==> config.mk <==
export PLATFORM = sky130hd
export DESIGN_NAME = gregorian_days_between_dates_core_flat
export DESIGN_NICKNAME = d
export VERILOG_FILES = /design/src/rtl/gdbd_pkg.sv /design/src/rtl/gdbd_if.sv /design/src/rtl/gdbd_date_lane.sv /design/src/rtl/gdbd_diff.sv /design/src/rtl/gregorian_days_between_dates_core.sv /design/src/flat_wrapper.sv
export SDC_FILE = /design/constraint.sdc
export NUM_CORES = 2
export LEC_CHECK = 0
export BUFFER_PORTS_ARGS = -buffer_cell sky130_fd_sc_hd__clkbuf_2
export CAP_MARGIN = 20
export CORE_UTILIZATION = 65
export CTS_BUF_LIST = sky130_fd_sc_hd__clkbuf_8
export DETAILED_ROUTE_END_ITERATION = 10
export HOLD_SLACK_MARGIN = 0.15
export PLACE_DENSITY = 0.82
export REMOVE_ABC_BUFFERS = 1
export SLEW_MARGIN = 20
export SYNTH_ARGS = -nofsm -noshare
export SYNTH_HDL_FRONTEND = slang
export SYNTH_HIERARCHICAL = 1
export SYNTH_SLANG_ARGS = --single-unit
==> constraint.sdc <==
create_clock -name clk -period 9.7 [get_ports clk]
set_clock_uncertainty 0.05 [all_clocks]
set_input_delay 0.97 -clock clk [delete_from_list [all_inputs] [get_ports clk]]
set_output_delay 0.97 -clock clk [all_outputs]
set_load 0.02 [all_outputs]
==> src/rtl/gdbd_pkg.sv <==
// Shared types, widths and calendar tables for the Gregorian date difference core.
// No dependencies.
package gdbd_pkg;

  localparam int DAY_W   = 5;
  localparam int MONTH_W = 4;
  localparam int YEAR_W  = 13;
  localparam int COUNT_W = 21;
  localparam int SER_W   = 22;
  localparam int QUO_W   = 11;
  localparam int CEN_W   = 7;

  localparam logic [MONTH_W-1:0] MONTH_JAN = 4'd1;
  localparam logic [MONTH_W-1:0] MONTH_FEB = 4'd2;
  localparam logic [MONTH_W-1:0] MONTH_DEC = 4'd12;

  // floor(q / 25) == (q * RECIP_25) >> RECIP_SHIFT for q < 2048
  localparam logic [SER_W-1:0] RECIP_25    = 22'd1311;
  localparam int               RECIP_SHIFT = 15;

  localparam logic [COUNT_W-1:0] COUNT_MAX = {COUNT_W{1'b1}};

  typedef logic [DAY_W-1:0]   day_t;
  typedef logic [MONTH_W-1:0] month_t;
  typedef logic [YEAR_W-1:0]  year_t;
  typedef logic [COUNT_W-1:0] count_t;
  typedef logic [SER_W-1:0]   serial_t;

  typedef struct packed {
    logic s1;
    logic s2;
    logic s3;
    logic s4;
    logic s5;
  } gdbd_adv_t;

  // days in month for a common year
  function automatic day_t month_len(input month_t m);
    day_t len;
    case (m)
      4'd1, 4'd3, 4'd5, 4'd7, 4'd8, 4'd10, 4'd12: len = 5'd31;
      4'd4, 4'd6, 4'd9, 4'd11:                    len = 5'd30;
      4'd2:                                       len = 5'd28;
      default:                                    len = 5'd31;
    endcase
    return len;
  endfunction

  // days before the first of the month in a common year
  function automatic logic [8:0] cum_days(input month_t m);
    logic [8:0] n;
    case (m)
      4'd1:    n = 9'd0;
      4'd2:    n = 9'd31;
      4'd3:    n = 9'd59;
      4'd4:    n = 9'd90;
      4'd5:    n = 9'd120;
      4'd6:    n = 9'd151;
      4'd7:    n = 9'd181;
      4'd8:    n = 9'd212;
      4'd9:    n = 9'd243;
      4'd10:   n = 9'd273;
      4'd11:   n = 9'd304;
      4'd12:   n = 9'd334;
      default: n = 9'd0;
    endcase
    return n;
  endfunction

endpackage

==> src/rtl/gdbd_if.sv <==
// Valid/ready channel interfaces for date-pair items and day-count items.
// Depends on gdbd_pkg.
interface gdbd_in_if;
  import gdbd_pkg::*;

  logic   valid;
  logic   ready;
  day_t   start_day;
  month_t start_month;
  year_t  start_year;
  day_t   end_day;
  month_t end_month;
  year_t  end_year;
  logic   include_end;

  modport source (
    output valid, start_day, start_month, start_year,
    output end_day, end_month, end_year, include_end,
    input  ready
  );
  modport sink (
    input  valid, start_day, start_month, start_year,
    input  end_day, end_month, end_year, include_end,
    output ready
  );
endinterface

interface gdbd_out_if;
  import gdbd_pkg::*;

  logic   valid;
  logic   ready;
  count_t day_count;

  modport source (output valid, day_count, input ready);
  modport sink   (input valid, day_count, output ready);
endinterface

==> src/rtl/gdbd_date_lane.sv <==
// Four-stage pipeline turning one clamped date into a serial day number.
// Depends on gdbd_pkg.
module gdbd_date_lane #(
  parameter int MAX_YEAR = 5000
) (
  input  logic               clk,
  input  gdbd_pkg::gdbd_adv_t adv,
  input  gdbd_pkg::day_t     day,
  input  gdbd_pkg::month_t   month,
  input  gdbd_pkg::year_t    year,
  output gdbd_pkg::serial_t  serial
);
  import gdbd_pkg::*;

  localparam int    YCAP = (MAX_YEAR > 8191) ? 8191 : MAX_YEAR;
  localparam year_t YMAX = YEAR_W'(YCAP);

  // stage 1: clamp
  year_t  y1_r, y1_nxt;
  month_t m1_r, m1_nxt;
  day_t   d1_r;

  always_comb begin
    if (year == '0) begin
      y1_nxt = year_t'(1);
    end else if (year > YMAX) begin
      y1_nxt = YMAX;
    end else begin
      y1_nxt = year;
    end
    if (month == '0) begin
      m1_nxt = MONTH_JAN;
    end else if (month > MONTH_DEC) begin
      m1_nxt = MONTH_DEC;
    end else begin
      m1_nxt = month;
    end
  end

  always_ff @(posedge clk) begin
    if (adv.s1) begin
      y1_r <= y1_nxt;
      m1_r <= m1_nxt;
      d1_r <= day;
    end
  end

  // stage 2: century quotients of y-1 and y
  year_t              p2_r, p2_nxt;
  logic [QUO_W-1:0]   qy2_r;
  logic [CEN_W-1:0]   cp2_r, cp2_nxt, cy2_r, cy2_nxt;
  logic [1:0]         ylo2_r;
  month_t             m2_r;
  day_t               d2_r;
  serial_t            prod_p, prod_y;

  always_comb begin
    p2_nxt  = y1_r - year_t'(1);
    prod_p  = SER_W'(p2_nxt[YEAR_W-1:2]) * RECIP_25;
    prod_y  = SER_W'(y1_r[YEAR_W-1:2]) * RECIP_25;
    cp2_nxt = prod_p[RECIP_SHIFT +: CEN_W];
    cy2_nxt = prod_y[RECIP_SHIFT +: CEN_W];
  end

  always_ff @(posedge clk) begin
    if (adv.s2) begin
      p2_r   <= p2_nxt;
      qy2_r  <= y1_r[YEAR_W-1:2];
      cp2_r  <= cp2_nxt;
      cy2_r  <= cy2_nxt;
      ylo2_r <= y1_r[1:0];
      m2_r   <= m1_r;
      d2_r   <= d1_r;
    end
  end

  // stage 3: leap flag and days before the year
  serial_t          yb3_r, yb3_nxt;
  logic             leap3_r, leap3_nxt;
  logic [QUO_W-1:0] ry;
  month_t           m3_r;
  day_t             d3_r;

  always_comb begin
    ry        = qy2_r - (QUO_W'(cy2_r) * QUO_W'(25));
    leap3_nxt = (ylo2_r == 2'b00) && ((ry != '0) || (cy2_r[1:0] == 2'b00));
    yb3_nxt   = (SER_W'(p2_r) * SER_W'(365)) + SER_W'(p2_r[YEAR_W-1:2])
              - SER_W'(cp2_r) + SER_W'(cp2_r[CEN_W-1:2]);
  end

  always_ff @(posedge clk) begin
    if (adv.s3) begin
      yb3_r   <= yb3_nxt;
      leap3_r <= leap3_nxt;
      m3_r    <= m2_r;
      d3_r    <= d2_r;
    end
  end

  // stage 4: month offset and clamped day
  serial_t ser4_r, ser4_nxt;
  day_t    dim, dc;
  logic    feb_extra;

  always_comb begin
    if (m3_r == MONTH_FEB) begin
      dim = leap3_r ? 5'd29 : 5'd28;
    end else begin
      dim = month_len(m3_r);
    end
    if (d3_r == '0) begin
      dc = day_t'(1);
    end else if (d3_r > dim) begin
      dc = dim;
    end else begin
      dc = d3_r;
    end
    feb_extra = leap3_r && (m3_r > MONTH_FEB);
    ser4_nxt  = yb3_r + SER_W'(cum_days(m3_r)) + SER_W'(feb_extra) + SER_W'(dc);
  end

  always_ff @(posedge clk) begin
    if (adv.s4) begin
      ser4_r <= ser4_nxt;
    end
  end

  assign serial = ser4_r;

endmodule

==> src/rtl/gdbd_diff.sv <==
// Final stage: serial difference, include-end add and saturation into the output register.
// Depends on gdbd_pkg.
module gdbd_diff (
  input  logic                clk,
  input  gdbd_pkg::gdbd_adv_t adv,
  input  gdbd_pkg::serial_t   start_serial,
  input  gdbd_pkg::serial_t   end_serial,
  input  logic                include_end,
  output gdbd_pkg::count_t    day_count
);
  import gdbd_pkg::*;

  count_t            cnt_r, cnt_nxt;
  serial_t           diff;
  logic [SER_W:0]    sum;

  always_comb begin
    diff = (end_serial > start_serial) ? (end_serial - start_serial) : '0;
    sum  = {1'b0, diff} + (SER_W+1)'(include_end);
    if (sum > (SER_W+1)'(COUNT_MAX)) begin
      cnt_nxt = COUNT_MAX;
    end else begin
      cnt_nxt = sum[COUNT_W-1:0];
    end
  end

  always_ff @(posedge clk) begin
    if (adv.s5) begin
      cnt_r <= cnt_nxt;
    end
  end

  assign day_count = cnt_r;

endmodule

==> src/rtl/gregorian_days_between_dates_core.sv <==
// Top level of the Gregorian date difference core: pipeline control and two date lanes.
// Depends on gdbd_pkg, gdbd_if, gdbd_date_lane and gdbd_diff.
//
// Usage:
//   in_ch  (valid/ready sink) takes one item per cycle when ready: a start date, an end date
//          and an include-end flag. Out-of-range days, months and years are clamped.
//   out_ch (valid/ready source) returns one day_count item per input item, in order.
//   Five register stages: clamp, century quotients, leap/year base, serial day number,
//   difference. out_ch.valid rises once an accepted item reaches the difference register.
//   Throughput is one item per cycle while the receiver does not stall.
//   Reset clears every stage valid bit; the pipeline comes up empty and ready.
//   When the receiver stalls, the held result stays on out_ch and earlier stages
//   keep filling until every stage is occupied; in_ch.ready then drops. Each stage
//   advances when it is empty or the stage after it advances, so bubbles close up
//   and no item is dropped or repeated.
module gregorian_days_between_dates_core #(
  parameter int MAX_YEAR = 5000
) (
  input  logic       clk,
  input  logic       rst_n,
  gdbd_in_if.sink    in_ch,
  gdbd_out_if.source out_ch
);
  import gdbd_pkg::*;

  localparam int NSTG = 5;

  logic [NSTG-1:0] vld_r, vld_nxt;
  logic [NSTG-1:0] en;
  logic [3:0]      inc_r;
  gdbd_adv_t       adv;
  serial_t         ser_a, ser_b;

  always_comb begin
    en[NSTG-1] = !vld_r[NSTG-1] || out_ch.ready;
    for (int k = NSTG-2; k >= 0; k--) begin
      en[k] = !vld_r[k] || en[k+1];
    end
    vld_nxt[0] = en[0] ? in_ch.valid : vld_r[0];
    for (int k = 1; k < NSTG; k++) begin
      vld_nxt[k] = en[k] ? vld_r[k-1] : vld_r[k];
    end
  end

  always_ff @(posedge clk) begin
    if (!rst_n) begin
      vld_r <= '0;
    end else begin
      vld_r <= vld_nxt;
    end
  end

  always_ff @(posedge clk) begin
    if (en[0]) inc_r[0] <= in_ch.include_end;
    if (en[1]) inc_r[1] <= inc_r[0];
    if (en[2]) inc_r[2] <= inc_r[1];
    if (en[3]) inc_r[3] <= inc_r[2];
  end

  assign adv = '{s1: en[0], s2: en[1], s3: en[2], s4: en[3], s5: en[4]};

  gdbd_date_lane #(.MAX_YEAR(MAX_YEAR)) u_lane_start (
    .clk    (clk),
    .adv    (adv),
    .day    (in_ch.start_day),
    .month  (in_ch.start_month),
    .year   (in_ch.start_year),
    .serial (ser_a)
  );

  gdbd_date_lane #(.MAX_YEAR(MAX_YEAR)) u_lane_end (
    .clk    (clk),
    .adv    (adv),
    .day    (in_ch.end_day),
    .month  (in_ch.end_month),
    .year   (in_ch.end_year),
    .serial (ser_b)
  );

  gdbd_diff u_diff (
    .clk          (clk),
    .adv          (adv),
    .start_serial (ser_a),
    .end_serial   (ser_b),
    .include_end  (inc_r[3]),
    .day_count    (out_ch.day_count)
  );

  assign in_ch.ready  = en[0];
  assign out_ch.valid = vld_r[NSTG-1];

endmodule

==> src/flat_wrapper.sv <==
// flat-port wrapper written by rule: the top's interface ports become plain ports
module gregorian_days_between_dates_core_flat import gdbd_pkg::*;
#(
  parameter int MAX_YEAR = 5000
)
  (clk, rst_n, in_ch_valid, in_ch_start_day, in_ch_start_month, in_ch_start_year, in_ch_end_day, in_ch_end_month, in_ch_end_year, in_ch_include_end, in_ch_ready, out_ch_valid, out_ch_day_count, out_ch_ready);
  gdbd_in_if in_ch_i ();
  gdbd_out_if out_ch_i ();
  input  logic clk;
  input  logic rst_n;
  input wire logic [$bits(in_ch_i.valid)-1:0] in_ch_valid;
  input wire logic [$bits(in_ch_i.start_day)-1:0] in_ch_start_day;
  input wire logic [$bits(in_ch_i.start_month)-1:0] in_ch_start_month;
  input wire logic [$bits(in_ch_i.start_year)-1:0] in_ch_start_year;
  input wire logic [$bits(in_ch_i.end_day)-1:0] in_ch_end_day;
  input wire logic [$bits(in_ch_i.end_month)-1:0] in_ch_end_month;
  input wire logic [$bits(in_ch_i.end_year)-1:0] in_ch_end_year;
  input wire logic [$bits(in_ch_i.include_end)-1:0] in_ch_include_end;
  output wire logic [$bits(in_ch_i.ready)-1:0] in_ch_ready;
  output wire logic [$bits(out_ch_i.valid)-1:0] out_ch_valid;
  output wire logic [$bits(out_ch_i.day_count)-1:0] out_ch_day_count;
  input wire logic [$bits(out_ch_i.ready)-1:0] out_ch_ready;
  assign in_ch_i.valid = in_ch_valid;
  assign in_ch_i.start_day = in_ch_start_day;
  assign in_ch_i.start_month = in_ch_start_month;
  assign in_ch_i.start_year = in_ch_start_year;
  assign in_ch_i.end_day = in_ch_end_day;
  assign in_ch_i.end_month = in_ch_end_month;
  assign in_ch_i.end_year = in_ch_end_year;
  assign in_ch_i.include_end = in_ch_include_end;
  assign in_ch_ready = in_ch_i.ready;
  assign out_ch_valid = out_ch_i.valid;
  assign out_ch_day_count = out_ch_i.day_count;
  assign out_ch_i.ready = out_ch_ready;
  gregorian_days_between_dates_core #(.MAX_YEAR(MAX_YEAR)) u_core (.clk(clk), .rst_n(rst_n), .in_ch(in_ch_i), .out_ch(out_ch_i));
endmodule
==> results.yml <==
status:
  status: "finished clean"
setup_path:
  end_kind: "flop"
  slowest_delay_ns: 0.61
  critical_path.slowest_cell: "xnor2_1"
  path_common_cell: "inv_1"
  required_ns: 10.05
  path_max_fanout: 8
  worstSetupPathType: "flop to flop"
  worstPathArrival_ns: 7.08
  startpoint_type: "flop"
flow_run:
  maxCapViolations: 0
drt:
  drt-initial-drc-count: 1278
  wl_per_cell_um: 17.1
  drc: 0
  wl_um: 68300
  drt-pass1-iter-count: 5
  viasPerCell: 5.67
  ant_nets: 0
  vias: 22600
clock_tree:
  clockBufferDepth: 3
  clockRootBuffer: "clkbuf_8"
  cts.sinks: 302
  cts_made_buffers: 52
  post_cts_buffers: 0
  hold_buffers: 0
  post_cts_resized: 0
  htreeDepth: 2
  path_clk_slew_ns: 0.06
  cts_tree: "yes"
  clkLatencyLatePin_ns: 0.66
placed_design:
  io_buffers: 71
  dp_hpwl_um: 56400
  gp_congestion: 0.895
timing:
  fmax_mhz: 149
  slew_viol_final: 0
  post-route-period-util_pct: 69.4
  report.final.hold_viol_count: 0
  fin_crit_ns: 6.73
  tns_ns: 0
  rsz0062_at_grt: "false"
  slew_headroom_pct: 22.5
  setup_viol: 0
  worstMarginPinSlew_ns: 1.15
logic_synthesis:
  yosys-top-cells-count: "inv_1, ha_1, fa_1"
  ys_seq_area_share_pct: 26.0
  ys_seq_elements: 302
  synth-edff-count: 275
  synth_xor_area_share_pct: 4.61
  synth_area_leaders: "edfxtp_1, ha_1, fa_1, inv_1, xnor2_1"
  synth_top_family_by_area: "adder cells"
  yosys.cell_count.top_type: "inv_1"
  yosysWarnings: 6
  synth_compound_area_share_pct: 9.81
  ys.flop_type: "edfxtp_1"
  netlist_area_mm2: 0.0338
  syn_inst: 3164
  yosysTopAreaCellShare_pct: 24.4
  ys_types: 109
  syn_area_per_cell_um2: 10.7
  synth_top_cell_by_area: "edfxtp_1"
  yosys.area_share.simple_pct: 7.77
  synthMuxAreaShare_pct: 0.895
  synthAdderAreaFrac_pct: 42.6
  ys_async_sr_fraction_pct: 0
global_routing:
  grt_util_all_layers_pct: 26.7
  grt_max_degree: 77
  first_global_vias: 24100
  grt_overflow_total: 0
  antenna_found_initial: 2
  grt_pass1_wl_um: 114000
die:
  die_x_um: 230
  fp.dieH_um: 230
  dieArea_mm2: 0.0530
  pin_count: 72
  rows: 83
  initial_core_util_pct: 65.8
  core-area_mm2: 0.0514
layout:
  fin_nets: 4273
  fillers: 3623
  area_delta_synth_final_pct: 6.77
  drive_gt1_share_pct: 7.74
worst_hold_path:
  hp-class: "flop to flop"
## critical path, delay by kind of cell, from the launching register on
family,cells,cell delay (ns)
simple gates,3,0.37
fa+ha+maj,7,2.79
buf+inv,8,0.79
xor+xnor,2,0.77
flops,1,0.55
compound gates,5,1.15
## kinds of logic after synthesis
| family | Yosys count |
|---|---|
| AOI/OAI and AO/OA | 469 |
| and+or+nand+nor | 500 |
| xor gates and xnor gates | 167 |
| muxes | 28 |
| DFF | 302 |
| adders and majority gates | 965 |
| buffers and inverters | 733 |
## final cells by class
class | instances | area, µm² | area share [%]
multi-input cells | 2129 | 22300 | 61.6
inverters | 695 | 2610 | 7.22
well taps | 680 | 851 | 2.35
clock buffers | 52 | 716 | 1.98
repair buffers | 83 | 445 | 1.23
flip-flops and latches | 302 | 8800 | 24.3
clock inverters | 46 | 459 | 1.27
diodes | 1 | 2.50 | 0.00692
## worst paths after layout
check / start / end / slack (ns) / cells past startpoint
hold / removal: u_core/u_lane_end/d2_r[1] / u_core/u_lane_end/d3_r[1] / 0.37 / 0
setup reg to reg: u_core/u_lane_start/y1_r[4] / u_core/u_lane_start/cp2_r[4] / 2.97 / 25
hold reg to reg: u_core/u_lane_end/d2_r[1] / u_core/u_lane_end/d3_r[1] / 0.37 / 0
setup / recovery: u_core/u_lane_start/y1_r[4] / u_core/u_lane_start/cp2_r[4] / 2.97 / 25
## through the flow
| step | utilization (%) | setup slack [ns] | cell area, µm² | hold slack (ns) | std cells |
|---|---|---|---|---|---|
| global placement | 68.0 | 3.32 | 34900 | 0.351 | 3887 |
| floorplan | - | 3.78 | 33600 | 0.350 | 3126 |
| global route | 70.3 | 2.40 | 36100 | 0.374 | 3988 |
| CTS | 70.3 | 2.97 | 36100 | 0.370 | 3985 |
| detailed placement | 68.0 | 3.03 | 34900 | 0.355 | 3887 |
| finish | 70.3 | 2.97 | 36100 | 0.368 | 3988 |
## layout by cell type, fill, tap and decap left out, drive strengths merged, types with 9 or more instances in the layout
cell type and instances:
xnor2 118, o22ai 18, clkinv 22, buf 12, nand2b 28, nor4 13, o21a 18, nor3 45
a21oi 114, a31oi 15, o2111ai 9, o21ai 97, and3 23, or3 11, mux2i 19, fa 313
ha 648, nand3 46, nor2 112, xor2 49, mux2 9, o211ai 21, and2 16, o21bai 12
inv 707, nand4 18, a21o 53, nand2 119, a211oi 30, clkbuf 123, nor2b 28, edfxtp 275
dfxtp 27
## flip-flops by register name, indices dropped and copies added, names as in the netlist, 7 cells and up, named ones only
signal / count
u_core/u_lane_end/serial: 22
u_core/u_lane_end/yb3_r: 22
u_core/u_lane_start/serial: 22
u_core/u_lane_start/yb3_r: 22
u_core/u_diff/day_count: 21
u_core/u_lane_end/p2_r: 13
u_core/u_lane_end/y1_r: 13
u_core/u_lane_start/p2_r: 13
u_core/u_lane_start/y1_r: 13
u_core/u_lane_end/qy2_r: 11
u_core/u_lane_start/qy2_r: 11
u_core/u_lane_end/cp2_r: 7
u_core/u_lane_end/cy2_r: 7
u_core/u_lane_start/cp2_r: 7
u_core/u_lane_start/cy2_r: 7
## layer usage
layer / up-vias / GRT usage, % / share of wire [%]
li1: 10900 / - / -
met1: 11100 / 32.2 / 42
met2: 506 / 48.4 / 51
met3: 146 / 3.17 / 3.9
met4: 2 / 10.7 / 3.7
met5: - / 0 / 0.016
Power is not shown: default switching activity piles up to over one toggle a cycle in this logic, so the estimate is an artifact.
